$ cat src/sv/bhs_pkg.sv
package bhs_pkg;

    // Fixed field widths.
    localparam int HEIGHT_W    = 24;
    localparam int COORD_W     = 32;
    localparam int SCALE_W     = 24;
    localparam int COUNT_W     = 9;
    localparam int CELL_IDX_W  = 8;
    localparam int CFG_INDEX_W = 3;
    localparam int CFG_DATA_W  = 32;

    // The scale product is split into two halves of the coordinate difference.
    localparam int HALF_DIFF_W = COORD_W / 2;
    localparam int PROD_W      = HALF_DIFF_W + SCALE_W;
    localparam int FULL_W      = COORD_W + SCALE_W;

    // Defaults for the top level parameters.
    localparam int DEF_GRID_COLUMNS  = 256;
    localparam int DEF_GRID_ROWS     = 256;
    localparam int DEF_FRACTION_BITS = 8;

    // Command queue between the front and back parts.
    localparam int QUEUE_DEPTH = 2;

    // Register indexes.
    localparam logic [CFG_INDEX_W-1:0] REG_ORIGIN_EAST    = 3'd0;
    localparam logic [CFG_INDEX_W-1:0] REG_ORIGIN_NORTH   = 3'd1;
    localparam logic [CFG_INDEX_W-1:0] REG_CELLS_PER_UNIT = 3'd2;
    localparam logic [CFG_INDEX_W-1:0] REG_COLUMNS_IN_USE = 3'd3;
    localparam logic [CFG_INDEX_W-1:0] REG_ROWS_IN_USE    = 3'd4;

    localparam logic [SCALE_W-1:0] CELLS_PER_UNIT_RESET = 24'd65536;

    // Item kinds.
    localparam logic KIND_LOAD  = 1'b0;
    localparam logic KIND_QUERY = 1'b1;

    localparam int CMD_W = 2;

    typedef enum logic [CMD_W-1:0] {
        CMD_LOAD  = 2'd0,
        CMD_QUERY = 2'd1,
        CMD_ZERO  = 2'd2
    } cmd_t;

    typedef struct packed {
        logic signed [COORD_W-1:0] origin_east;
        logic signed [COORD_W-1:0] origin_north;
        logic [SCALE_W-1:0]        cells_per_unit;
        logic [COUNT_W-1:0]        columns_in_use;
        logic [COUNT_W-1:0]        rows_in_use;
    } cfg_t;

    typedef enum logic [2:0] {
        FS_IDLE,
        FS_MUL_LO,
        FS_MUL_HI,
        FS_SUM,
        FS_CLAMP,
        FS_ADDR,
        FS_PUSH
    } front_state_t;

    typedef enum logic [2:0] {
        BS_IDLE,
        BS_RD1,
        BS_RD2,
        BS_RD3,
        BS_RD4,
        BS_MUL,
        BS_SUM,
        BS_OUT
    } back_state_t;

endpackage

$ cat src/sv/bhs_front.sv
module bhs_front #(
    parameter int GRID_COLUMNS  = bhs_pkg::DEF_GRID_COLUMNS,
    parameter int GRID_ROWS     = bhs_pkg::DEF_GRID_ROWS,
    parameter int FRACTION_BITS = bhs_pkg::DEF_FRACTION_BITS
) (
    input  logic                                 clk,
    input  logic                                 rst_n,
    input  bhs_pkg::cfg_t                        cfg,
    input  logic                                 in_valid,
    output logic                                 in_stall,
    input  logic                                 kind,
    input  logic [bhs_pkg::CELL_IDX_W-1:0]       load_column,
    input  logic [bhs_pkg::CELL_IDX_W-1:0]       load_row,
    input  logic signed [bhs_pkg::HEIGHT_W-1:0]  load_height,
    input  logic signed [bhs_pkg::COORD_W-1:0]   query_east,
    input  logic signed [bhs_pkg::COORD_W-1:0]   query_north,
    input  logic                                 q_full,
    output logic                                 q_push,
    output logic [bhs_pkg::CMD_W + 4 * $clog2(GRID_COLUMNS * GRID_ROWS)
                  + 2 * FRACTION_BITS + bhs_pkg::HEIGHT_W - 1:0] q_entry
);

    localparam int F    = FRACTION_BITS;
    localparam int AW   = $clog2(GRID_COLUMNS * GRID_ROWS);
    localparam int CB   = $clog2(GRID_COLUMNS);
    localparam int RB   = $clog2(GRID_ROWS);
    localparam int CW   = $clog2(GRID_COLUMNS + 1);
    localparam int RW   = $clog2(GRID_ROWS + 1);
    localparam int CMPC = (CW > bhs_pkg::COUNT_W) ? CW : bhs_pkg::COUNT_W;
    localparam int CMPR = (RW > bhs_pkg::COUNT_W) ? RW : bhs_pkg::COUNT_W;
    localparam int DW   = bhs_pkg::COORD_W;
    localparam int HDW  = bhs_pkg::HALF_DIFF_W;
    localparam int PW   = bhs_pkg::PROD_W;
    localparam int FW   = bhs_pkg::FULL_W;
    localparam int QW   = FW - bhs_pkg::SCALE_W + F;
    localparam int PXW  = CB + F;
    localparam int PYW  = RB + F;
    localparam int HW   = bhs_pkg::HEIGHT_W;
    localparam logic [QW-1:0] HALF_Q = QW'(1) << (F - 1);

    bhs_pkg::front_state_t state_reg, state_next;

    logic                  kind_reg, kind_next;
    logic                  pos_e_reg, pos_e_next;
    logic                  pos_n_reg, pos_n_next;
    logic [DW-1:0]         de_reg, de_next;
    logic [DW-1:0]         dn_reg, dn_next;
    logic [PW-1:0]         plo_e_reg, plo_e_next;
    logic [PW-1:0]         plo_n_reg, plo_n_next;
    logic [PW-1:0]         phi_e_reg, phi_e_next;
    logic [PW-1:0]         phi_n_reg, phi_n_next;
    logic [QW-1:0]         qe_reg, qe_next;
    logic [QW-1:0]         qn_reg, qn_next;
    logic [PXW-1:0]        x_reg, x_next;
    logic [PYW-1:0]        y_reg, y_next;
    logic [AW-1:0]         a00_reg, a00_next;
    logic [AW-1:0]         a01_reg, a01_next;
    logic [AW-1:0]         a10_reg, a10_next;
    logic [AW-1:0]         a11_reg, a11_next;
    logic [F-1:0]          fx_reg, fx_next;
    logic [F-1:0]          fy_reg, fy_next;
    logic [HW-1:0]         height_reg, height_next;

    logic [DW:0]           diff_e, diff_n;
    logic                  pos_e, pos_n;
    logic                  load_ok;
    logic [AW-1:0]         load_addr;
    logic [CW-1:0]         cols;
    logic [RW-1:0]         rows;
    logic                  grid_empty;
    logic [QW-1:0]         lim_x, lim_y;
    logic [QW-1:0]         x_sub, y_sub, x_pos, y_pos;
    logic [FW-1:0]         full_e, full_n;
    logic [CB-1:0]         col, ncol;
    logic [RB-1:0]         row, nrow;
    logic [CW-1:0]         col_inc;
    logic [RW-1:0]         row_inc;
    bhs_pkg::cmd_t         cmd;

    // Exact 33-bit differences; northing grows toward row 0, so it is reversed.
    assign diff_e = {query_east[DW-1], query_east} - {cfg.origin_east[DW-1], cfg.origin_east};
    assign diff_n = {cfg.origin_north[DW-1], cfg.origin_north} - {query_north[DW-1], query_north};
    assign pos_e  = !diff_e[DW] && (diff_e != '0);
    assign pos_n  = !diff_n[DW] && (diff_n != '0);

    assign load_ok   = (32'(load_column) < GRID_COLUMNS) && (32'(load_row) < GRID_ROWS);
    assign load_addr = AW'(32'(load_row) * 32'(GRID_COLUMNS) + 32'(load_column));

    assign cols = (CMPC'(cfg.columns_in_use) > CMPC'(GRID_COLUMNS)) ?
                  CW'(GRID_COLUMNS) : CW'(cfg.columns_in_use);
    assign rows = (CMPR'(cfg.rows_in_use) > CMPR'(GRID_ROWS)) ?
                  RW'(GRID_ROWS) : RW'(cfg.rows_in_use);
    assign grid_empty = (cols == '0) || (rows == '0);

    assign lim_x = QW'(cols - CW'(1)) << F;
    assign lim_y = QW'(rows - RW'(1)) << F;

    assign full_e = FW'(plo_e_reg) + (FW'(phi_e_reg) << HDW);
    assign full_n = FW'(plo_n_reg) + (FW'(phi_n_reg) << HDW);

    // Position in cells from the centre of the first cell, clamped to the grid.
    assign x_sub = qe_reg - HALF_Q;
    assign y_sub = qn_reg - HALF_Q;
    assign x_pos = (!pos_e_reg || qe_reg <= HALF_Q) ? '0 : ((x_sub > lim_x) ? lim_x : x_sub);
    assign y_pos = (!pos_n_reg || qn_reg <= HALF_Q) ? '0 : ((y_sub > lim_y) ? lim_y : y_sub);

    assign col     = x_reg[PXW-1:F];
    assign row     = y_reg[PYW-1:F];
    assign col_inc = CW'(col) + CW'(1);
    assign row_inc = RW'(row) + RW'(1);
    assign ncol    = (col_inc < cols) ? CB'(col_inc) : CB'(cols - CW'(1));
    assign nrow    = (row_inc < rows) ? RB'(row_inc) : RB'(rows - RW'(1));

    always_comb
    begin
        if (kind_reg == bhs_pkg::KIND_LOAD)
        begin
            cmd = bhs_pkg::CMD_LOAD;
        end
        else if (grid_empty)
        begin
            cmd = bhs_pkg::CMD_ZERO;
        end
        else
        begin
            cmd = bhs_pkg::CMD_QUERY;
        end
    end

    assign q_entry = {cmd, a00_reg, a01_reg, a10_reg, a11_reg, fx_reg, fy_reg, height_reg};

    always_comb
    begin
        state_next  = state_reg;
        in_stall    = (state_reg != bhs_pkg::FS_IDLE);
        q_push      = 1'b0;
        kind_next   = kind_reg;
        pos_e_next  = pos_e_reg;
        pos_n_next  = pos_n_reg;
        de_next     = de_reg;
        dn_next     = dn_reg;
        plo_e_next  = plo_e_reg;
        plo_n_next  = plo_n_reg;
        phi_e_next  = phi_e_reg;
        phi_n_next  = phi_n_reg;
        qe_next     = qe_reg;
        qn_next     = qn_reg;
        x_next      = x_reg;
        y_next      = y_reg;
        a00_next    = a00_reg;
        a01_next    = a01_reg;
        a10_next    = a10_reg;
        a11_next    = a11_reg;
        fx_next     = fx_reg;
        fy_next     = fy_reg;
        height_next = height_reg;
        case (state_reg)
            bhs_pkg::FS_IDLE:
            begin
                if (in_valid)
                begin
                    kind_next   = kind;
                    pos_e_next  = pos_e;
                    pos_n_next  = pos_n;
                    de_next     = diff_e[DW-1:0];
                    dn_next     = diff_n[DW-1:0];
                    height_next = load_height;
                    a00_next    = load_addr;
                    if (kind == bhs_pkg::KIND_QUERY)
                    begin
                        state_next = bhs_pkg::FS_MUL_LO;
                    end
                    else if (load_ok)
                    begin
                        state_next = bhs_pkg::FS_PUSH;
                    end
                end
            end
            bhs_pkg::FS_MUL_LO:
            begin
                plo_e_next = PW'(de_reg[HDW-1:0]) * PW'(cfg.cells_per_unit);
                plo_n_next = PW'(dn_reg[HDW-1:0]) * PW'(cfg.cells_per_unit);
                state_next = bhs_pkg::FS_MUL_HI;
            end
            bhs_pkg::FS_MUL_HI:
            begin
                phi_e_next = PW'(de_reg[DW-1:HDW]) * PW'(cfg.cells_per_unit);
                phi_n_next = PW'(dn_reg[DW-1:HDW]) * PW'(cfg.cells_per_unit);
                state_next = bhs_pkg::FS_SUM;
            end
            bhs_pkg::FS_SUM:
            begin
                qe_next    = full_e[FW-1:bhs_pkg::SCALE_W-F];
                qn_next    = full_n[FW-1:bhs_pkg::SCALE_W-F];
                state_next = bhs_pkg::FS_CLAMP;
            end
            bhs_pkg::FS_CLAMP:
            begin
                x_next     = x_pos[PXW-1:0];
                y_next     = y_pos[PYW-1:0];
                state_next = bhs_pkg::FS_ADDR;
            end
            bhs_pkg::FS_ADDR:
            begin
                fx_next    = x_reg[F-1:0];
                fy_next    = y_reg[F-1:0];
                a00_next   = AW'(32'(row) * 32'(GRID_COLUMNS) + 32'(col));
                a01_next   = AW'(32'(row) * 32'(GRID_COLUMNS) + 32'(ncol));
                a10_next   = AW'(32'(nrow) * 32'(GRID_COLUMNS) + 32'(col));
                a11_next   = AW'(32'(nrow) * 32'(GRID_COLUMNS) + 32'(ncol));
                state_next = bhs_pkg::FS_PUSH;
            end
            bhs_pkg::FS_PUSH:
            begin
                if (!q_full)
                begin
                    q_push     = 1'b1;
                    state_next = bhs_pkg::FS_IDLE;
                end
            end
            default:
            begin
                state_next = bhs_pkg::FS_IDLE;
            end
        endcase
    end

    always_ff @(posedge clk or negedge rst_n)
    begin
        if (!rst_n)
        begin
            state_reg <= bhs_pkg::FS_IDLE;
        end
        else
        begin
            state_reg <= state_next;
        end
    end

    always_ff @(posedge clk)
    begin
        kind_reg   <= kind_next;
        pos_e_reg  <= pos_e_next;
        pos_n_reg  <= pos_n_next;
        de_reg     <= de_next;
        dn_reg     <= dn_next;
        plo_e_reg  <= plo_e_next;
        plo_n_reg  <= plo_n_next;
        phi_e_reg  <= phi_e_next;
        phi_n_reg  <= phi_n_next;
        qe_reg     <= qe_next;
        qn_reg     <= qn_next;
        x_reg      <= x_next;
        y_reg      <= y_next;
        a00_reg    <= a00_next;
        a01_reg    <= a01_next;
        a10_reg    <= a10_next;
        a11_reg    <= a11_next;
        fx_reg     <= fx_next;
        fy_reg     <= fy_next;
        height_reg <= height_next;
    end

endmodule

$ cat config.mk
export PLATFORM = sky130hd
export DESIGN_NAME = bhs_front
export DESIGN_NICKNAME = d
export VERILOG_FILES = /design/src/sv/bhs_pkg.sv /design/src/sv/bhs_front.sv
export SDC_FILE = /design/constraint.sdc
export NUM_CORES = 2
export LEC_CHECK = 0
export BUFFER_PORTS_ARGS = -buffer_cell sky130_fd_sc_hd__buf_4
export CAP_MARGIN = 20
export CORE_MARGIN = 10
export CORE_UTILIZATION = 50
export CTS_CLUSTER_SIZE = 14
export DETAILED_ROUTE_END_ITERATION = 7
export PLACE_DENSITY = 0.67
export SLEW_MARGIN = 40
export SYNTH_ARGS = -nofsm -noshare
export SYNTH_HDL_FRONTEND = slang
export SYNTH_SLANG_ARGS = --single-unit
$ cat constraint.sdc
create_clock -name clk -period 12.41 [get_ports clk]
set_input_delay 1.241 -clock clk [delete_from_list [all_inputs] [get_ports clk]]
set_output_delay 1.241 -clock clk [all_outputs]
set_load 0.05 [all_outputs]
Word-level counts from Yosys, hierarchy flattened
Index checks and enable logic that the tools add are counted.
Widths: inputs -> output; s select.

storage, ports and cells
  register bits = 446
  output and inout port bits = 108
  input bits = 215
  word-level logic and storage cells = 97

cells by class
  reductions and logical operators = 21
  muxes and demuxes = 16
  equality and inequality tests = 8
  $lt $le $gt $ge = 8
  $mul = 4
  $add $sub $neg = 17

operator list
  kind                   count
  $mul 16x24->40         4
  $add 40x56->56         2
  $add 16x8->16          5
  $gt 40x40->1           2
  $le 40x8->1 const B    2
  $sub 40x8->40 const B  2
  $reduce_bool 33->1     2
  $sub 32x32->33         2
  $mux 16                3
  $pmux 16 s2            1
  $pmux 3 s7             1
  $sub 9x1->10 const B   2
  $add 8x1->9 const B    2
  $gt 9x9->1 const B     2
  $logic_not 9->1        2
  $lt 9x9->1             2
  $mux 9                 2
  $mux 8                 2
  $sub 8x1->8 const B    2
  $eq 3x3->1 const B     3
  $mux 3                 3
  $eq 3x2->1 const B     2
  $reduce_and 2->1       3
  $logic_not 1->1        4
  other kinds (10)       17

Depth between registers and ports, before layout
  word-level depth = 6
  gate-level depth with buffers = 26
  gate-level depth less buffers = 24

Worst setup path after synthesis
Ideal clock, no wire load.

  path kind = input to register
  start = input port cfg[34] (netlist bit)
  end = register phi_n_reg[36], data pin
  path buffers = 2
  stages = 23
  setup time = 0.259 ns
  required time = 12.151 ns
  arrival = 7.298 ns
  setup slack = 4.853 ns
  path through = clkbuf_1 clkbuf_1 nand2_1 fa_1 fa_1 fa_1 inv_1 fa_1 fa_1 inv_1 fa_1 inv_1 ha_1 and3_1 o31ai_1 a21oi_1 a221o_1 a221o_1 a31o_2 a31o_2 a31o_2 a21oi_1 xnor2_1

on the way
  word-level cells in the longest chain between the ends = 1

ends and longest elaborated chain
  element               RTL line          source
  from (decl)           bhs_front.sv:8    input bhs_pkg::cfg_t cfg,
  $mul 16x24->40        bhs_front.sv:188  phi_n_next = PW'(dn_reg[DW-1:HDW]) * PW'(cfg.cells_per_unit);
  to (signal assigned)  bhs_front.sv:250  phi_n_reg <= phi_n_next;
  to (decl)             bhs_front.sv:51   logic [PW-1:0] phi_n_reg, phi_n_next;

No other way between the ends.
A chain may end at the register's enable or synchronous reset.

Worst setup path after layout
  start = input port cfg[29] (netlist bit)
  end = register plo_e_reg[30], data pin

on the way
  word-level cells in the longest chain between the ends = 1

ends and longest elaborated chain
  element               RTL line          source
  $mul 16x24->40        bhs_front.sv:181  plo_e_next = PW'(de_reg[HDW-1:0]) * PW'(cfg.cells_per_unit);
  to (signal assigned)  bhs_front.sv:247  plo_e_reg <= plo_e_next;
  to (decl)             bhs_front.sv:48   logic [PW-1:0] plo_e_reg, plo_e_next;

No other way between the ends.

==> out/results.ini <==
[clocking]
tritoncts=done
cts_num_sinks=398
postCtsResizedCells=0
cts_setup_buffers=0
cts.reportedPaths.clkPinSlew_ns=0.06
ctsLongestPathBuffers=3
clk_latency_ns=0.69
htree_levels=2
holdBufCountCts=0
root_buffer=clkbuf_16
cts_inserted_buffers=49

[yosys]
async_flop_share_pct=0.7538
synth_top_area_share_pct=34.50
ys_warn_count=0
yosysMostFrequentCell=inv_1
synthFlopType=edfxtp_1
postSynthCellCount=7612
ys_seq_area_share_pct=16.78
netlist_area_um2=71150
synth_edf_count=395
synth_area_per_cell_um2=9.347
synth_nets=9697
yosysTopAreaCell=fa_1
synth.distinct_cells=75
ys_seq_elements=398
synth_area_leaders=fa_1 34%, edfxtp_1 17%, ha_1 11%
synth_common_cells=1534 x inv_1, 1226 x fa_1, 1105 x nand2_1

[timing]
period_minus_slack_ns=7.936
tns_ns=0
setup_viol=0
fin_skew_ns=0.06736
hold_viol_final=0
timing.fmax_mhz=126.0
rsz0062_at_grt=no
slew_headroom_pct=38.24
timing.final.crit_share_pct=63.95
drv_slew=0
worst_slew_pin_slew_ns=0.9197

[die]
die_w_um=397.2
die_area_um2=157800
fp-row-count=138
initial_core_util_pct=50.31
floorplan.core_area_um2=141400
ios=323
die_y_um=397.2

[route]
dr.pass1.iters=5
avgRoutedWirePerCell_um=19.24
dr_total_vias=52315
drc_errors=0
drt_iter0_drc=3605
routed_wirelength_um=186300
viasPerCell=5.402
ant_nets=0

[worst_setup_path]
worstSetupEndpointType=register
crit_type=input port to register
arrival_ns=8.36
cp-start-kind=input port
cp_max_fo=35
cp.required_ns=12.84

[place]
gp_congestion=0.8905
port_buffers=322
dp_hpwl_um=143000

[finish]
drive_gt1_share_pct=7.160
areaGrowthSynthToFinish_pct=8.635
layout.nets=9841

[status]
status=finished, final reports clean

[hold_path]
hold_path_class=input port to async pin

[global_route]
grt_pass1_wl_um=303700
first_global_vias=56237
grt_start_max_net_pins=81
grt-ovfl-total=0
antenna_found_initial=14
grt_usage_pct=23.87

[job]
drv_cap=0

critical path: stages:
cell	delay (ns)
buf_4	0.44
buf_4	0.52
nand2_1	0.15
fa_1	0.53
fa_1	0.51
fa_1	0.52
inv_1	0.06
fa_1	0.51
fa_1	0.50
inv_1	0.05
fa_1	0.48
inv_1	0.05
ha_1	0.31
a21o_1	0.18
a21o_1	0.17
a2111oi_0	0.63
o21ai_0	0.21
a21oi_1	0.18
buf_4	0.19
a21oi_1	0.13
a21o_1	0.24
a21o_1	0.20
a21oi_1	0.18
xnor2_1	0.09
cells by family (layout without fill, tap and decap cells):
family                     count (synthesis)  count (layout)  synth area share, %
and+or+nand+nor                         2400            2400                16.42
buffers and inverters                   1872            2053                9.975
adders and majority gates               1870            1870                45.82
AOI/OAI and AO/OA                        727             727                6.658
DFF                                      398             398                16.78
xor gates and xnor gates                 309             309                3.804
muxes                                     36              36               0.5381
other                                      0               1                    0
worst paths after layout:
kind | from | endpoint | slack [ns] | cells past startpoint
setup / recovery | cfg[29] | plo_e_reg[30]$_DFFE_PP_ | 4.47 | 24
hold / removal | rst_n | state_reg[1]$_DFFE_PN0P_ | 0.38 | 1
setup reg to reg | dn_reg[6]$_DFFE_PP_ | plo_n_reg[30]$_DFFE_PP_ | 5.25 | 24
hold reg to reg | x_reg[2]$_SDFFCE_PP0N_ | fx_reg[2]$_DFFE_PP_ | 0.42 | 0
max in group asynchronous | rst_n | state_reg[0]$_DFFE_PN0P_ | 11.92 | 1
min in group clk | x_reg[2]$_SDFFCE_PP0N_ | fx_reg[2]$_DFFE_PP_ | 0.42 | 0
per-stage QoR:
step	area (µm²)	std cells	hold WS, ns	worst slack [ns]	util, %
finish	77290	9684	0.3777	4.474	54.65
detailed placement	75560	9592	0.4054	3.868	53.43
CTS	77220	9680	0.3289	4.570	54.61
global route	77290	9683	0.3531	4.137	54.65
global placement	75210	9566	0.4050	4.033	53.18
floorplan	71150	7612	0.4003	4.853	-
placed cells by master, fill, tap and decap left out, types with 13 or more instances in the layout:
master     count
o21a_1        37
xor2_1       118
and4_1        14
nor2b_1       38
edfxtp_1     395
nand2_1     1103
and2_1       679
xnor2_1      190
o21ai_0      115
buf_6         29
a21o_1       161
inv_1       1534
ha_1         644
or4_1         13
nor4_1        25
a21oi_1      212
fa_1        1226
mux2_2        18
nor2_1       199
nand2b_1      31
a31oi_1       15
o211ai_1      20
o21bai_1      26
a211oi_1      27
mux2i_1       18
and3_1        44
clkbuf_16     49
a21boi_0      14
nand3_1       65
buf_4        394
nor3_1        81
nand4_1       35
or3_1         25
area by class of cell:
class	count	area (µm²)
antenna	1	2.502
tap	1890	2365
multi-input combinational	5342	52190
clock inverter	35	426.7
fill	12592	64120
sequential	398	11940
timing repair buffer	428	3359
clock buffer	53	1241
inverter	1537	5769
routing by layer:
metal	up-vias	global-route usage, %	wire (µm)
li1	23859	-	-
met1	26045	33.36	80940
met2	2116	37.56	82270
met3	285	6.149	19360
met4	10	4.826	3649
met5	-	0	60
Power is not shown: default switching activity piles up to over one toggle a cycle in this logic, so the estimate is an artifact.
