$ cat config.mk
export PLATFORM = sky130hd
export DESIGN_NAME = bhs_queue
export DESIGN_NICKNAME = d
export VERILOG_FILES = /design/src/sv/bhs_pkg.sv /design/src/sv/bhs_queue.sv
export SDC_FILE = /design/constraint.sdc
export NUM_CORES = 1
export LEC_CHECK = 0
export BUFFER_PORTS_ARGS = -buffer_cell sky130_fd_sc_hd__buf_2
export CAP_MARGIN = 10
export CELL_PAD_IN_SITES_DETAIL_PLACEMENT = 1
export CELL_PAD_IN_SITES_GLOBAL_PLACEMENT = 2
export CORE_ASPECT_RATIO = 1.25
export CORE_UTILIZATION = 37
export CTS_CLUSTER_SIZE = 12
export DETAILED_ROUTE_END_ITERATION = 10
export PLACE_DENSITY = 0.92
export SYNTH_ARGS = -nofsm -noshare
export SYNTH_HDL_FRONTEND = slang
export SYNTH_SLANG_ARGS = --single-unit
$ cat constraint.sdc
create_clock -name clk -period 2.3 [get_ports clk]
set_input_delay 0.345 -clock clk [delete_from_list [all_inputs] [get_ports clk]]
set_output_delay 0.345 -clock clk [all_outputs]
set_load 0.03 [all_outputs]
$ cat src/sv/bhs_pkg.sv
package bhs_pkg;

    // Fixed field widths.
    localparam int HEIGHT_W    = 24;
    localparam int COORD_W     = 32;
    localparam int SCALE_W     = 24;
    localparam int COUNT_W     = 9;
    localparam int CELL_IDX_W  = 8;
    localparam int CFG_INDEX_W = 3;
    localparam int CFG_DATA_W  = 32;

    // The scale product is split into two halves of the coordinate difference.
    localparam int HALF_DIFF_W = COORD_W / 2;
    localparam int PROD_W      = HALF_DIFF_W + SCALE_W;
    localparam int FULL_W      = COORD_W + SCALE_W;

    // Defaults for the top level parameters.
    localparam int DEF_GRID_COLUMNS  = 256;
    localparam int DEF_GRID_ROWS     = 256;
    localparam int DEF_FRACTION_BITS = 8;

    // Command queue between the front and back parts.
    localparam int QUEUE_DEPTH = 2;

    // Register indexes.
    localparam logic [CFG_INDEX_W-1:0] REG_ORIGIN_EAST    = 3'd0;
    localparam logic [CFG_INDEX_W-1:0] REG_ORIGIN_NORTH   = 3'd1;
    localparam logic [CFG_INDEX_W-1:0] REG_CELLS_PER_UNIT = 3'd2;
    localparam logic [CFG_INDEX_W-1:0] REG_COLUMNS_IN_USE = 3'd3;
    localparam logic [CFG_INDEX_W-1:0] REG_ROWS_IN_USE    = 3'd4;

    localparam logic [SCALE_W-1:0] CELLS_PER_UNIT_RESET = 24'd65536;

    // Item kinds.
    localparam logic KIND_LOAD  = 1'b0;
    localparam logic KIND_QUERY = 1'b1;

    localparam int CMD_W = 2;

    typedef enum logic [CMD_W-1:0] {
        CMD_LOAD  = 2'd0,
        CMD_QUERY = 2'd1,
        CMD_ZERO  = 2'd2
    } cmd_t;

    typedef struct packed {
        logic signed [COORD_W-1:0] origin_east;
        logic signed [COORD_W-1:0] origin_north;
        logic [SCALE_W-1:0]        cells_per_unit;
        logic [COUNT_W-1:0]        columns_in_use;
        logic [COUNT_W-1:0]        rows_in_use;
    } cfg_t;

    typedef enum logic [2:0] {
        FS_IDLE,
        FS_MUL_LO,
        FS_MUL_HI,
        FS_SUM,
        FS_CLAMP,
        FS_ADDR,
        FS_PUSH
    } front_state_t;

    typedef enum logic [2:0] {
        BS_IDLE,
        BS_RD1,
        BS_RD2,
        BS_RD3,
        BS_RD4,
        BS_MUL,
        BS_SUM,
        BS_OUT
    } back_state_t;

endpackage

$ cat src/sv/bhs_queue.sv
module bhs_queue #(
    parameter int WIDTH = 8
) (
    input  logic             clk,
    input  logic             rst_n,
    input  logic             push,
    input  logic [WIDTH-1:0] push_data,
    input  logic             pop,
    output logic [WIDTH-1:0] head,
    output logic             empty,
    output logic             full
);

    localparam int DEPTH = bhs_pkg::QUEUE_DEPTH;
    localparam int PW    = (DEPTH > 1) ? $clog2(DEPTH) : 1;

    logic [WIDTH-1:0] entry_reg [DEPTH];
    logic [PW:0]      wr_ptr_reg, wr_ptr_next;
    logic [PW:0]      rd_ptr_reg, rd_ptr_next;
    logic [PW:0]      fill;

    assign fill  = wr_ptr_reg - rd_ptr_reg;
    assign empty = (wr_ptr_reg == rd_ptr_reg);
    assign full  = (fill == (PW + 1)'(DEPTH));
    assign head  = entry_reg[rd_ptr_reg[PW-1:0]];

    always_comb
    begin
        wr_ptr_next = wr_ptr_reg;
        rd_ptr_next = rd_ptr_reg;
        if (push && !full)
        begin
            wr_ptr_next = wr_ptr_reg + (PW + 1)'(1);
        end
        if (pop && !empty)
        begin
            rd_ptr_next = rd_ptr_reg + (PW + 1)'(1);
        end
    end

    always_ff @(posedge clk or negedge rst_n)
    begin
        if (!rst_n)
        begin
            wr_ptr_reg <= '0;
            rd_ptr_reg <= '0;
        end
        else
        begin
            wr_ptr_reg <= wr_ptr_next;
            rd_ptr_reg <= rd_ptr_next;
        end
    end

    always_ff @(posedge clk)
    begin
        if (push && !full)
        begin
            entry_reg[wr_ptr_reg[PW-1:0]] <= push_data;
        end
    end

    a_fill_bound: assert property (@(posedge clk) disable iff (!rst_n)
        fill <= (PW + 1)'(DEPTH))
        else $error("queue fill count exceeds depth");

    a_no_push_full: assert property (@(posedge clk) disable iff (!rst_n)
        push |-> !full)
        else $error("command pushed into a full queue");

    a_push_fills: assert property (@(posedge clk) disable iff (!rst_n)
        (push && !full && !pop) |=> !empty)
        else $error("queue empty after a transfer in");

endmodule

## Word-level counts from Yosys, hierarchy flattened

Memories as Yosys holds them, arrays and structs flattened.
Cells that the tools add are included.

| cells by class | value |
|---|---|
| multipliers | 0 |
| equality and inequality tests | 2 |
| order comparisons | 0 |
| shift operators | 0 |
| multiplexer cells | 2 |
| reduce and logical (&&, ||, !) cells | 4 |
| bitwise gates (word level) | 0 |
| add/sub/neg operators | 3 |
| div/mod/pow operators | 0 |

Operators by type and width:

| cell | number |
|---|---|
| $add 2x1->2 const B | 2 |
| $eq 2x2->1 | 1 |
| $eq 2x2->1 const B | 1 |
| $logic_and 1x1->1 | 2 |
| $logic_not 1->1 | 2 |
| $mux 1 | 2 |
| $sub 2x2->2 | 1 |

| storage, ports and cells | value |
|---|---|
| latch bits | 0 |
| register bits | 4 |
| bits of input ports | 12 |
| logic and storage cells | 14 |
| ROM bits | 0 |
| output and inout port bits | 10 |
| memories | 1 |
| memory bits (writable) | 16 |

Memory list:

| memory | depth | width | rd ports | clocked after memory_dff | write ports | line | source |
|---|---|---|---|---|---|---|---|
| entry_reg | 2 | 8 | 1 | 0 | 1 | bhs_queue.sv:17 | `logic [WIDTH-1:0] entry_reg [DEPTH];` |

## Depth between registers and ports, before layout

Gate-level depths: netlist (run 1).

| logic depth | value |
|---|---|
| depth in word-level cells | 6 |
| depth in mapped cells | 5 |
| depth with buffers taken out | 3 |

## Worst setup path before layout (run 1)

OpenSTA, ideal clock, no wires.

| timing | value |
|---|---|
| path kind | register to output |
| from | reg rd_ptr_reg[0] |
| to | out empty |
| required time | 1.955 ns |
| cell stages (with the launch flop) | 5 |
| path slack | 0.732 ns |
| arrival time | 1.223 ns |
| path buffers | 2 |
| path through | dfrtp_1 buf_2 buf_2 xor2_1 nor2_1 |

| on the way | value |
|---|---|
| longest elaborated chain between the ends | 1 |

Ends and longest elaborated chain:

| item | line | source |
|---|---|---|
| from (decl) | bhs_queue.sv:19 | `logic [PW:0] rd_ptr_reg, rd_ptr_next;` |
| from (signal assigned) | bhs_queue.sv:51 | `rd_ptr_reg <= rd_ptr_next;` |
| $eq 2x2->1 | bhs_queue.sv:23 | `assign empty = (wr_ptr_reg == rd_ptr_reg);` |
| to (decl) | bhs_queue.sv:10 | `output logic empty,` |

Every way passes these cells.

## Worst setup path after layout (run 1)

| timing | value |
|---|---|
| from | reg rd_ptr_reg[0] |
| to | out head[3] |

| on the way | value |
|---|---|
| longest elaborated chain between the ends | 1 |

Ends and longest elaborated chain:

| item | line | source |
|---|---|---|
| $mem_v2 2x8 | n/a |  |
| to (decl) | bhs_queue.sv:9 | `output logic [WIDTH-1:0] head,` |

Every way passes these cells.

==> insert_results.sql, run 1 <==
INSERT INTO impl_metrics (metric_group, metric, value, unit) VALUES
('sta', 'setup-violations-final', '0', ''),
('synthesis', 'top_area_cell_type_share_of_the_netlist_area', '58.0', '%'),
('synthesis', 'postSynthCellCount', '51', ''),
('route', 'vias_per_cell', '4.61', ''),
('power', 'irDropWorstVdd', '0.833', 'mV'),
('critical_path', 'critical_path.startpoint_type', 'flop', ''),
('worst_hold_path', 'hold_class', 'in2reg', ''),
('global_routing', 'grt_start_max_net_pins', '17', ''),
('synthesis', 'synth_top_cell_by_area', 'edfxtp_1', ''),
('die', 'dieHeight', '54.9', 'µm'),
('power', 'design_power_total', '0.00145', 'W'),
('sta', 'timing.final.crit_share', '84.9', '%'),
('global_routing', 'grt_first_pass_wirelength', '2070', 'µm'),
('synthesis', 'ys_types', '19', ''),
('sta', 'fmax', '512', 'MHz'),
('route', 'routed_wirelength', '1400', 'µm'),
('critical_path', 'crit_path_max_fanout', '16', ''),
('die', 'floorplan.initialDensity', '40.4', '%'),
('route', 'postRouteAntennaNets', '0', ''),
('sta', 'final_period_minus_worst_setup_slack', '1.95', 'ns'),
('clock_tree', 'clock_tree.htree_level_count', '1', ''),
('critical_path', 'critical_path.endpoint_type', 'output port', ''),
('cells_and_area', 'largest_register_ffs', '16', ''),
('synthesis', 'synthMostInstantiatedCell', 'edfxtp_1', ''),
('cells_and_area', 'areaGrowthSynthToFinish', '21.3', '%'),
('cells_and_area', 'num-nets-final', '89', ''),
('sta', 'finClkSkew', '0.00659', 'ns'),
('global_routing', 'grt.total_usage', '12.2', '%'),
('cells_and_area', 'antenna-diode-count', '0', ''),
('die', 'design.core.area', '2050', 'µm²'),
('route', 'initialDrtViolationCount', '5', ''),
('sta', 'timing_max_transition_violations_final', '0', ''),
('synthesis', 'synth-async-reset-ratio', '20.0', '%'),
('place', 'gpl.final_weighted_congestion', '0.631', ''),
('global_routing', 'gr-usage-met2', '23.5', '%'),
('power', 'total_leakage_power', '0.415', 'nW'),
('clock_tree', 'cts_num_sinks', '20', ''),
('global_routing', 'globalRouteMet1Util', '13.7', '%'),
('clock_tree', 'postCtsResizedCells', '0', ''),
('route', 'remaining_drc_errors', '0', ''),
('sta', 'hold_viol_final', '0', ''),
('die', 'die-area', '2430', 'µm²'),
('critical_path', 'worstSetupPathType', 'reg2out', ''),
('synthesis', 'synth_top_flop_cell', 'edfxtp_1', ''),
('clock_tree', 'worst_setup_hold_path_clk_slew', '0.11', 'ns'),
('clock_tree', 'cts_tree', 'built', ''),
('clock_tree', 'numCtsBuffers', '3', ''),
('synthesis', 'post_synth_main_area_contributors', 'edfxtp_1, dfrtp_1, mux2_2', ''),
('synthesis', 'syn-mean-instance-area', '16.2', 'µm²'),
('sta', 'worst_tran_pin_value', '0.575', 'ns'),
('route', 'detail_route.wl_per_cell', '13.2', 'µm'),
('clock_tree', 'clockBufferDepth', '2', ''),
('die', 'io_pins', '22', ''),
('route', 'drt_pre_antenna_iters', '4', ''),
('route', 'via_count', '489', ''),
('global_routing', 'globalRouteOverflowTotal', '0', ''),
('global_routing', 'number_of_antenna_violations_at_the_first_check_in_global_routing', '0', ''),
('synthesis', 'synth-edff-count', '16', ''),
('critical_path', 'worst-endpoint-arrival', '1.61', 'ns'),
('sta', 'aggregate_negative_setup_slack', '0', 'ns'),
('run', 'maxCapViolations', '0', ''),
('place', 'detailed_place_hpwl', '1090', 'µm'),
('synthesis', 'yosys-top-cells-count', 'edfxtp_1, mux2_2, dfrtp_1, nand2_1', ''),
('clock_tree', 'clock_tree.root_cell', 'clkbuf_4', ''),
('global_routing', 'grt_most_used_layer', 'met2', ''),
('sta', 'rsz_0062_raised_after_global_routing', 'false', ''),
('synthesis', 'ys_seq_area_share', '70.1', '%'),
('synthesis', 'mappedNetlistArea', '828', 'µm²'),
('place', 'port-buffer-count', '21', ''),
('synthesis', 'yosysWarnings', '0', ''),
('global_routing', 'vias_in_the_first_global_route', '474', ''),
('die', 'core.rowCount', '18', ''),
('die', 'width_of_the_die', '44.3', 'µm'),
('power', 'powerDensity', '1440', 'nW/µm²'),
('sta', 'relSlewSlack', '61.7', '%'),
('cells_and_area', 'drive_gt1_share', '46.1', '%'),
('run_status', 'status', 'finished clean', ''),
('clock_tree', 'clk_latency', '0.29', 'ns'),
('critical_path', 'worstPathRequired', '1.96', 'ns'),
('global_routing', 'global_route.usage.met3', '3.25', '%'),
('synthesis', 'synth.ff_latch_count', '20', ''),
('synthesis', 'mappedNetlistNets', '63', '');
## critical path: stages (launching register included)
cell and delay, ns:
dfrtp_1 0.72, mux2_2 0.42, buf_2 0.18
## cell families (layout without fill, tap and decap cells)
kind of cell	Yosys count	in the layout	synth area share [%]
mux	11	11	15.1
compound gates	6	6	4.68
simple gates	8	8	4.38
buf+inv	3	28	1.66
flops	20	20	70.1
xor+xnor	3	3	4.08
## area by class of cell
cell class              instances  area (µm²)
clock inverters                 1        3.75
clock buffers                   3        22.5
inverters                       1        3.75
multi-input cells              28         234
repair buffers                 23         123
flip-flops and latches         20         581
well taps                      30        37.5
fillers                       208        1040
## timing repair
item,in CTS,in global routing
endpoints found under the hold margin,4,0
buffers inserted,0,0
hold buffers,1,0
## stage by stage
step	std cells	util, %	setup slack (ns)	hold slack, ns	area (µm²)
2_1_floorplan	51	-	0.732	0.0494	828
3_3_place_gp	101	47.3	0.705	0.153	968
3_5_place_dp	101	47.3	0.662	0.153	968
4_1_cts	106	49.0	0.327	0.233	1000
5_1_grt	106	49.0	0.264	0.220	1000
6_report	106	49.0	0.346	0.240	1000
## per-layer routing
layer  wire length [µm]  share of wire [%]
met5                  0                  0
met2                794                 57
met4                  0                  0
met3                 47                3.3
met1                562                 40
## path summary, 6_finish.rpt
kind	end	cells after the start	from	slack [ns]
max	head[3]	2	rd_ptr_reg[0]	0.35
min	entry_reg[0][1]	1	push_data[1]	0.24
max reg2reg	entry_reg[0][7]	1	rd_ptr_reg[0]	0.79
min reg2reg	rd_ptr_reg[1]	2	rd_ptr_reg[1]	0.65
max in group asynchronous	wr_ptr_reg[0]	2	rst_n	1.81
min in group asynchronous	wr_ptr_reg[1]	2	rst_n	0.37
## where the power goes
| part | total [W] | leakage [nW] | switching, W | internal [W] |
|---|---|---|---|---|
| Sequential | 0.000626 | 0.196 | 0.000110 | 0.000515 |
| Combinational | 0.000665 | 0.203 | 0.000406 | 0.000259 |
| Clock | 0.000158 | 0.0154 | 0.0000953 | 0.0000629 |
| Total | 0.00145 | 0.415 | 0.000611 | 0.000837 |
## layout by cell type (no fill, tap or decap), drive strengths merged
cell         instances
o21ai                3
mux2                 9
o211a                1
clkbuf               3
a211o                1
xor2                 2
mux2i                2
buf                 22
nor2                 2
clkinv               1
dlygate4sd3          1
a21oi                1
edfxtp              16
nand2b               1
inv                  1
nand2                4
xnor2                1
dfrtp                4
and2b                1
Note: power is estimated with default switching activity, not from simulation.
==> run 2, diff against run 1 <==
CORE_UTILIZATION = 31   (was 37)
PLACE_DENSITY = 0.83   (was 0.92)
clock period = 1.75 ns   (was 2.3 ns; I/O delays follow)
==> run 2 against run 1 <==
  * Design area is 0.75% higher
  * Via count is 0.82% lower
  * Clock power is 39% higher
  * Sequential power is 32% higher
  * Combinational power is 30% higher
  * Core utilization is 8.2 points lower
  * Sequential share of layout area is 0.058 points lower
  * Critical path type unchanged
  * Critical endpoint is now head[2]
  * Highest routed layer unchanged
==> insert_results.sql, run 2 (synthesized netlist as in run 1, its figures left out) <==
INSERT INTO impl_metrics (metric_group, metric, value, unit) VALUES
('cells_and_area', 'areaGrowthSynthToFinish', '22.2', '%'),
('critical_path', 'worstSetupPathType', 'reg2out', ''),
('power', 'powerDensity', '1890', 'nW/µm²'),
('global_routing', 'vias_in_the_first_global_route', '513', ''),
('sta', 'worst_tran_pin_value', '0.351', 'ns'),
('cells_and_area', 'layout.cells.most_common', 'buf_2', ''),
('route', 'via_count', '485', ''),
('sta', 'timing.final.crit_share', '94.0', '%'),
('clock_tree', 'cts.repair_timing.setup_buffer_count', '0', ''),
('clock_tree', 'numCtsBuffers', '3', ''),
('run', 'maxCapViolations', '0', ''),
('clock_tree', 'clock_tree.htree_level_count', '1', ''),
('route', 'postRouteAntennaNets', '0', ''),
('place', 'detailed_place_hpwl', '974', 'µm'),
('die', 'dieHeight', '59.8', 'µm'),
('cells_and_area', 'largest_register_ffs', '16', ''),
('critical_path', 'crit_path_max_fanout', '16', ''),
('clock_tree', 'worst_setup_hold_path_clk_slew', '0.11', 'ns'),
('cells_and_area', 'num-nets-final', '89', ''),
('clock_tree', 'cts_num_sinks', '20', ''),
('critical_path', 'cp_slowest_stage_delay', '0.55', 'ns'),
('global_routing', 'grt.total_usage', '11.6', '%'),
('global_routing', 'gr-usage-met2', '17.9', '%'),
('global_routing', 'globalRouteOverflowTotal', '0', ''),
('power', 'design_power_total', '0.00191', 'W'),
('critical_path', 'worst-endpoint-arrival', '1.38', 'ns'),
('clock_tree', 'clk_latency', '0.30', 'ns'),
('die', 'floorplan.initialDensity', '33.4', '%'),
('clock_tree', 'clock_tree.root_cell', 'clkbuf_4', ''),
('global_routing', 'grt_start_max_net_pins', '17', ''),
('route', 'vias_per_cell', '4.45', ''),
('power', 'irDropWorstVdd', '0.853', 'mV'),
('cells_and_area', 'fillCellCount', '269', ''),
('route', 'routed_wirelength', '1330', 'µm'),
('route', 'detail_route.wl_per_cell', '12.2', 'µm'),
('cells_and_area', 'final_util', '40.9', '%'),
('place', 'port-buffer-count', '21', ''),
('die', 'die-area', '2880', 'µm²'),
('place', 'gpl.final_weighted_congestion', '0.629', ''),
('sta', 'final_period_minus_worst_setup_slack', '1.65', 'ns'),
('sta', 'hold_viol_final', '0', ''),
('sta', 'relSlewSlack', '76.6', '%'),
('sta', 'finClkSkew', '0.0117', 'ns'),
('die', 'io_pins', '22', ''),
('global_routing', 'globalRouteMet1Util', '14.5', '%'),
('sta', 'setup-violations-final', '0', ''),
('power', 'total_leakage_power', '0.413', 'nW'),
('sta', 'timing_max_transition_violations_final', '0', ''),
('die', 'core.rowCount', '20', ''),
('route', 'remaining_drc_errors', '0', ''),
('clock_tree', 'clockBufferDepth', '2', ''),
('sta', 'aggregate_negative_setup_slack', '0', 'ns'),
('die', 'design.core.area', '2480', 'µm²'),
('worst_hold_path', 'hold_class', 'in2reg', ''),
('run_status', 'status', 'finished clean', ''),
('cells_and_area', 'drive_gt1_share', '47.4', '%'),
('global_routing', 'grt_most_used_layer', 'met2', ''),
('cells_and_area', 'antenna-diode-count', '0', ''),
('critical_path', 'critical_path.endpoint_type', 'output port', ''),
('critical_path', 'worstPathRequired', '1.49', 'ns'),
('critical_path', 'path_cells', 'mux2_2 > buf_2', ''),
('critical_path', 'critical_path.startpoint_type', 'flop', ''),
('clock_tree', 'cts_tree', 'built', ''),
('route', 'drt_pre_antenna_iters', '2', ''),
('global_routing', 'grt_first_pass_wirelength', '2240', 'µm'),
('route', 'initialDrtViolationCount', '7', ''),
('die', 'width_of_the_die', '48.2', 'µm'),
('global_routing', 'number_of_antenna_violations_at_the_first_check_in_global_routing', '0', ''),
('sta', 'fmax', '608', 'MHz'),
('global_routing', 'global_route.usage.met3', '3.02', '%'),
('cells_and_area', 'mostFrequentLayoutCells', 'buf_2, edfxtp_1, mux2_2, nand2_1', ''),
('critical_path', 'cp_slowest_cell', 'dfrtp_4', ''),
('sta', 'rsz_0062_raised_after_global_routing', 'false', '');
[run 2: cell count changes in the layout (fill, tap and decap cells not counted), sizes merged]
cell    change
clkbuf      +1
clkinv      -1
[run 2: what timing repair did]
action                                  CTS  global route
pin swaps                                 0             0
hold buffers                              1             0
gates resized for setup                   1             1
endpoints found under the hold margin     4             0
endpoints found under the setup margin   10             8
[run 2: final cells by class]
type / instances / area (µm²) / area share (%)
inverter: 1 / 3.75 / 0.371
timing repair buffer: 23 / 123 / 12.1
tap: 33 / 41.3 / 4.08
multi-input combinational: 28 / 234 / 23.1
clock buffer: 4 / 26.3 / 2.60
sequential: 20 / 584 / 57.7
[run 2: critical path, delay by kind of cell, from the launching register on]
family / cells / cell delay, ns
DFF: 1 / 0.55
muxes: 1 / 0.36
buffers and inverters: 1 / 0.18
[run 2: path summary, 6_finish.rpt]
check / slack [ns] / cells past startpoint / from / end
max reg2reg: 0.34 / 2 / wr_ptr_reg[1] / entry_reg[0][2]
max in group asynchronous: 1.33 / 2 / rst_n / rd_ptr_reg[0]
max: 0.10 / 2 / rd_ptr_reg[0] / head[2]
min in group asynchronous: 0.29 / 2 / rst_n / rd_ptr_reg[0]
min: 0.15 / 1 / push_data[3] / entry_reg[0][3]
min reg2reg: 0.65 / 2 / rd_ptr_reg[1] / rd_ptr_reg[1]
[run 2: power by group]
part / switching, W / internal [W]
Sequential: 0.000140 / 0.000686
Clock: 0.000132 / 0.0000886
Combinational: 0.000525 / 0.000340
[run 2: layer usage]
layer  share of wire (%)  wire (µm)  vias to the layer above
li1                    -          -                      237
met1                  41        548                      236
met2                  55        731                       12
met3                 3.8         51                        0
met4                   0          0                        0
met5                   0          0                        -
[run 2: through the flow]
| step | cells | area (µm²) | setup WS, ns | hold slack [ns] |
|---|---|---|---|---|
| after CTS | 109 | 1010 | 0.0392 | 0.133 |
| after floorplan | 51 | 828 | 0.258 | -0.0331 |
| after global routing | 109 | 1010 | 0.0163 | 0.123 |
| final | 109 | 1010 | 0.104 | 0.147 |
| after global placement | 104 | 972 | 0.225 | 0.0700 |
| after detailed placement | 104 | 972 | 0.219 | 0.0720 |
==> run 3, diff against run 2 <==
SKIP_LAST_GASP = 1   (was unset)
clock period = 1.4 ns   (was 1.75 ns; I/O delays follow)
==> run 3 against run 2 <==
  * Sequential share of layout area down 8.1 points
  * Core utilization grew 6.7 points
  * Combinational power grew 97%
  * Via count is 9.7% higher
  * The flow now finishes with violations (setup timing)
  * Non-clock buffer count grew 9
  * Sequential power grew 17%
  * Design area up 16%
  * Hold slack got worse by 0.061 ns
  * Die area stayed put
  * Clock power grew 25%
==> insert_results.sql, run 3 (synthesized netlist as in run 1, its figures left out) <==
INSERT INTO impl_metrics (metric_group, metric, value, unit) VALUES
('sta', 'rsz_0062_raised_after_global_routing', 'true', ''),
('critical_path', 'ff2ff_path_depth', '4', ''),
('critical_path', 'critical_path.startpoint_type', 'flop', ''),
('critical_path', 'critical_path.endpoint_type', 'output port', ''),
('global_routing', 'number_of_antenna_violations_at_the_first_check_in_global_routing', '0', ''),
('route', 'vias_per_cell', '4.51', ''),
('power', 'internal_power', '0.00180', 'W'),
('critical_path', 'worstReg2RegEnd', 'entry_reg[1][5]', ''),
('power', 'switching_power', '0.00114', 'W'),
('global_routing', 'vias_in_the_first_global_route', '608', ''),
('cells_and_area', 'drive_gt1_share', '57.6', '%'),
('cells_and_area', 'mostFrequentLayoutCells', 'edfxtp_1, buf_2, buf_6, mux2_2, buf_4', ''),
('critical_path', 'path_cells', 'buf_6 > mux2_2 > buf_6', ''),
('route', 'remaining_drc_errors', '0', ''),
('route', 'detail_route.wl_per_cell', '13.0', 'µm'),
('sta', 'relSlewSlack', '87.0', '%'),
('sta', 'fmax', '657', 'MHz'),
('critical_path', 'cp_slowest_stage_delay', '0.39', 'ns'),
('power', 'clockPowerShare', '9.4', '%'),
('critical_path', 'startpoint_of_the_lowest_slack_register_to_register_path', 'wr_ptr_reg[1]', ''),
('global_routing', 'grt_start_max_net_pins', '12', ''),
('power', 'irDropWorstVdd', '0.974', 'mV'),
('route', 'initialDrtViolationCount', '1', ''),
('worst_hold_path', 'worstHoldStart', 'push_data[6]', ''),
('critical_path', 'crit_path_max_fanout', '6', ''),
('power', 'powerDensity', '2490', 'nW/µm²'),
('route', 'via_count', '532', ''),
('route', 'drt_pre_antenna_iters', '2', ''),
('die', 'die-area', '2880', 'µm²'),
('die', 'width_of_the_die', '48.2', 'µm'),
('run_status', 'status', 'finished with violations', ''),
('critical_path', 'cp_slowest_cell', 'dfrtp_2', ''),
('route', 'postRouteAntennaNets', '0', ''),
('clock_tree', 'cts_tree', 'built', ''),
('place', 'gpl.final_weighted_congestion', '0.741', ''),
('clock_tree', 'numCtsBuffers', '3', ''),
('global_routing', 'grt.total_usage', '13.4', '%'),
('global_routing', 'grt_first_pass_wirelength', '2530', 'µm'),
('die', 'floorplan.initialDensity', '33.4', '%'),
('critical_path', 'worstSetupPathType', 'reg2out', ''),
('place', 'detailed_place_hpwl', '1080', 'µm'),
('sta', 'finClkSkew', '0.00445', 'ns'),
('critical_path', 'worst-endpoint-arrival', '1.31', 'ns'),
('worst_hold_path', 'hold_path_depth', '1', ''),
('worst_hold_path', 'worstHoldEndpoint', 'entry_reg[1][6]', ''),
('critical_path', 'path_common_cell', 'buf_6', ''),
('cells_and_area', 'final_util', '47.5', '%'),
('sta', 'hold_ws', '0.0858', 'ns'),
('sta', 'timing.final.crit_share', '109', '%'),
('worst_hold_path', 'hold_class', 'in2reg', ''),
('die', 'design.core.area', '2480', 'µm²'),
('clock_tree', 'clockBufferDepth', '2', ''),
('power', 'total_leakage_power', '0.486', 'nW'),
('cells_and_area', 'areaGrowthSynthToFinish', '42.1', '%'),
('clock_tree', 'clk_latency', '0.30', 'ns'),
('die', 'io_pins', '22', ''),
('sta', 'final_period_minus_worst_setup_slack', '1.52', 'ns'),
('clock_tree', 'worst_setup_hold_path_clk_slew', '0.11', 'ns'),
('run_status', 'violations', 'setup timing', ''),
('global_routing', 'globalRouteOverflowTotal', '0', ''),
('place', 'port-buffer-count', '21', ''),
('clock_tree', 'clock_tree.htree_level_count', '1', ''),
('cells_and_area', 'num-nets-final', '98', ''),
('cells_and_area', 'layout.cells.most_common', 'edfxtp_1', ''),
('cells_and_area', 'antenna-diode-count', '0', ''),
('route', 'routed_wirelength', '1530', 'µm'),
('sta', 'setup-violations-final', '10', ''),
('cells_and_area', 'largest_register_ffs', '16', ''),
('power', 'power.sequential.fraction', '32.8', '%'),
('sta', 'hold_viol_final', '0', ''),
('clock_tree', 'clock_tree.root_cell', 'clkbuf_4', ''),
('sta', 'worst_tran_pin_value', '0.189', 'ns'),
('sta', 'finalWorstSetupSlack', '-0.122', 'ns'),
('critical_path', 'r2r_setup_slack', '0.04', 'ns'),
('run', 'maxCapViolations', '0', ''),
('sta', 'timing_max_transition_violations_final', '0', ''),
('die', 'core.rowCount', '20', ''),
('power', 'sw_frac_of_total', '38.8', '%'),
('critical_path', 'worstPathRequired', '1.19', 'ns'),
('die', 'dieHeight', '59.8', 'µm'),
('power', 'comb_power_share', '57.8', '%'),
('clock_tree', 'cts_num_sinks', '20', '');
## run 3: cell count changes in the layout (fill, tap and decap cells not counted), moves of 2 or more
| cell | previous run | this run |
|---|---|---|
| buf_6 | 0 | 11 |
| buf_2 | 21 | 11 |
| buf_4 | 1 | 8 |
| dfrtp_2 | 0 | 3 |
| dfrtp_1 | 3 | 1 |
## run 3: area by class of cell
class,count,area (µm²)
Fill cell,253,1300
Tap cell,33,41.3
Multi-Input combinational cell,28,253
Clock buffer,3,22.5
Sequential cell,20,584
Clock inverter,1,3.75
Timing Repair Buffer,32,269
Inverter,1,3.75
## run 3: per-stage QoR
step	cells	TNS [ns]	instance area (µm²)	worst slack (ns)	power [W]
after detailed placement	109	-0.0202	1030	-0.0105	0.00229
final	118	-1.09	1180	-0.122	0.00294
after global placement	109	0	1030	0.0146	0.00227
after global routing	118	-1.55	1180	-0.166	0.00310
after floorplan	51	-0.0787	832	-0.0394	0.00186
after CTS	118	-1.22	1170	-0.134	0.00293
## run 3: timing repair
| item | CTS | global route |
|---|---|---|
| endpoints found under the hold margin | 4 | 0 |
| setup buffers | 4 | 1 |
| resized for setup | 24 | 4 |
| pin swaps | 1 | 2 |
| hold buffers | 1 | 0 |
| endpoints found under the setup margin | 16 | 16 |
## run 3: how the worst max path moves through the flow
stage               to  depth (start not counted)          start  slack [ns]
3_5_place_dp   head[7]                          2  rd_ptr_reg[0]       -0.01
6_report       head[2]                          3  rd_ptr_reg[0]       -0.12
3_3_place_gp   head[2]                          2  rd_ptr_reg[0]        0.01
2_1_floorplan    empty                          4  rd_ptr_reg[0]       -0.04
4_1_cts        head[7]                          3  rd_ptr_reg[0]       -0.13
5_1_grt        head[3]                          3  rd_ptr_reg[0]       -0.17
## run 3: routing by layer
metal,routed length [µm],global-route usage (%),vias to the layer above,share of wire [%]
met1,620,15.8,259,40
met3,73,3.02,4,4.8
met5,0,0,-,0
li1,-,-,255,-
met2,793,20.6,14,52
met4,46,9.52,0,3.0
## run 3: power groups by stage
stage	logic, W	clock network, W	registers [W]
floorplan	0.000923	0	0.000937
global placement	0.00126	0	0.00101
detailed placement	0.00127	0	0.00102
CTS	0.00168	0.000285	0.000957
global route	0.00182	0.000306	0.000982
finish	0.00170	0.000275	0.000963
## run 3: worst max-delay path: cells and delay by family, from the launching register on
kind | cells | cell delay (ns)
buffers and inverters | 2 | 0.27
DFF | 1 | 0.39
muxes | 1 | 0.34
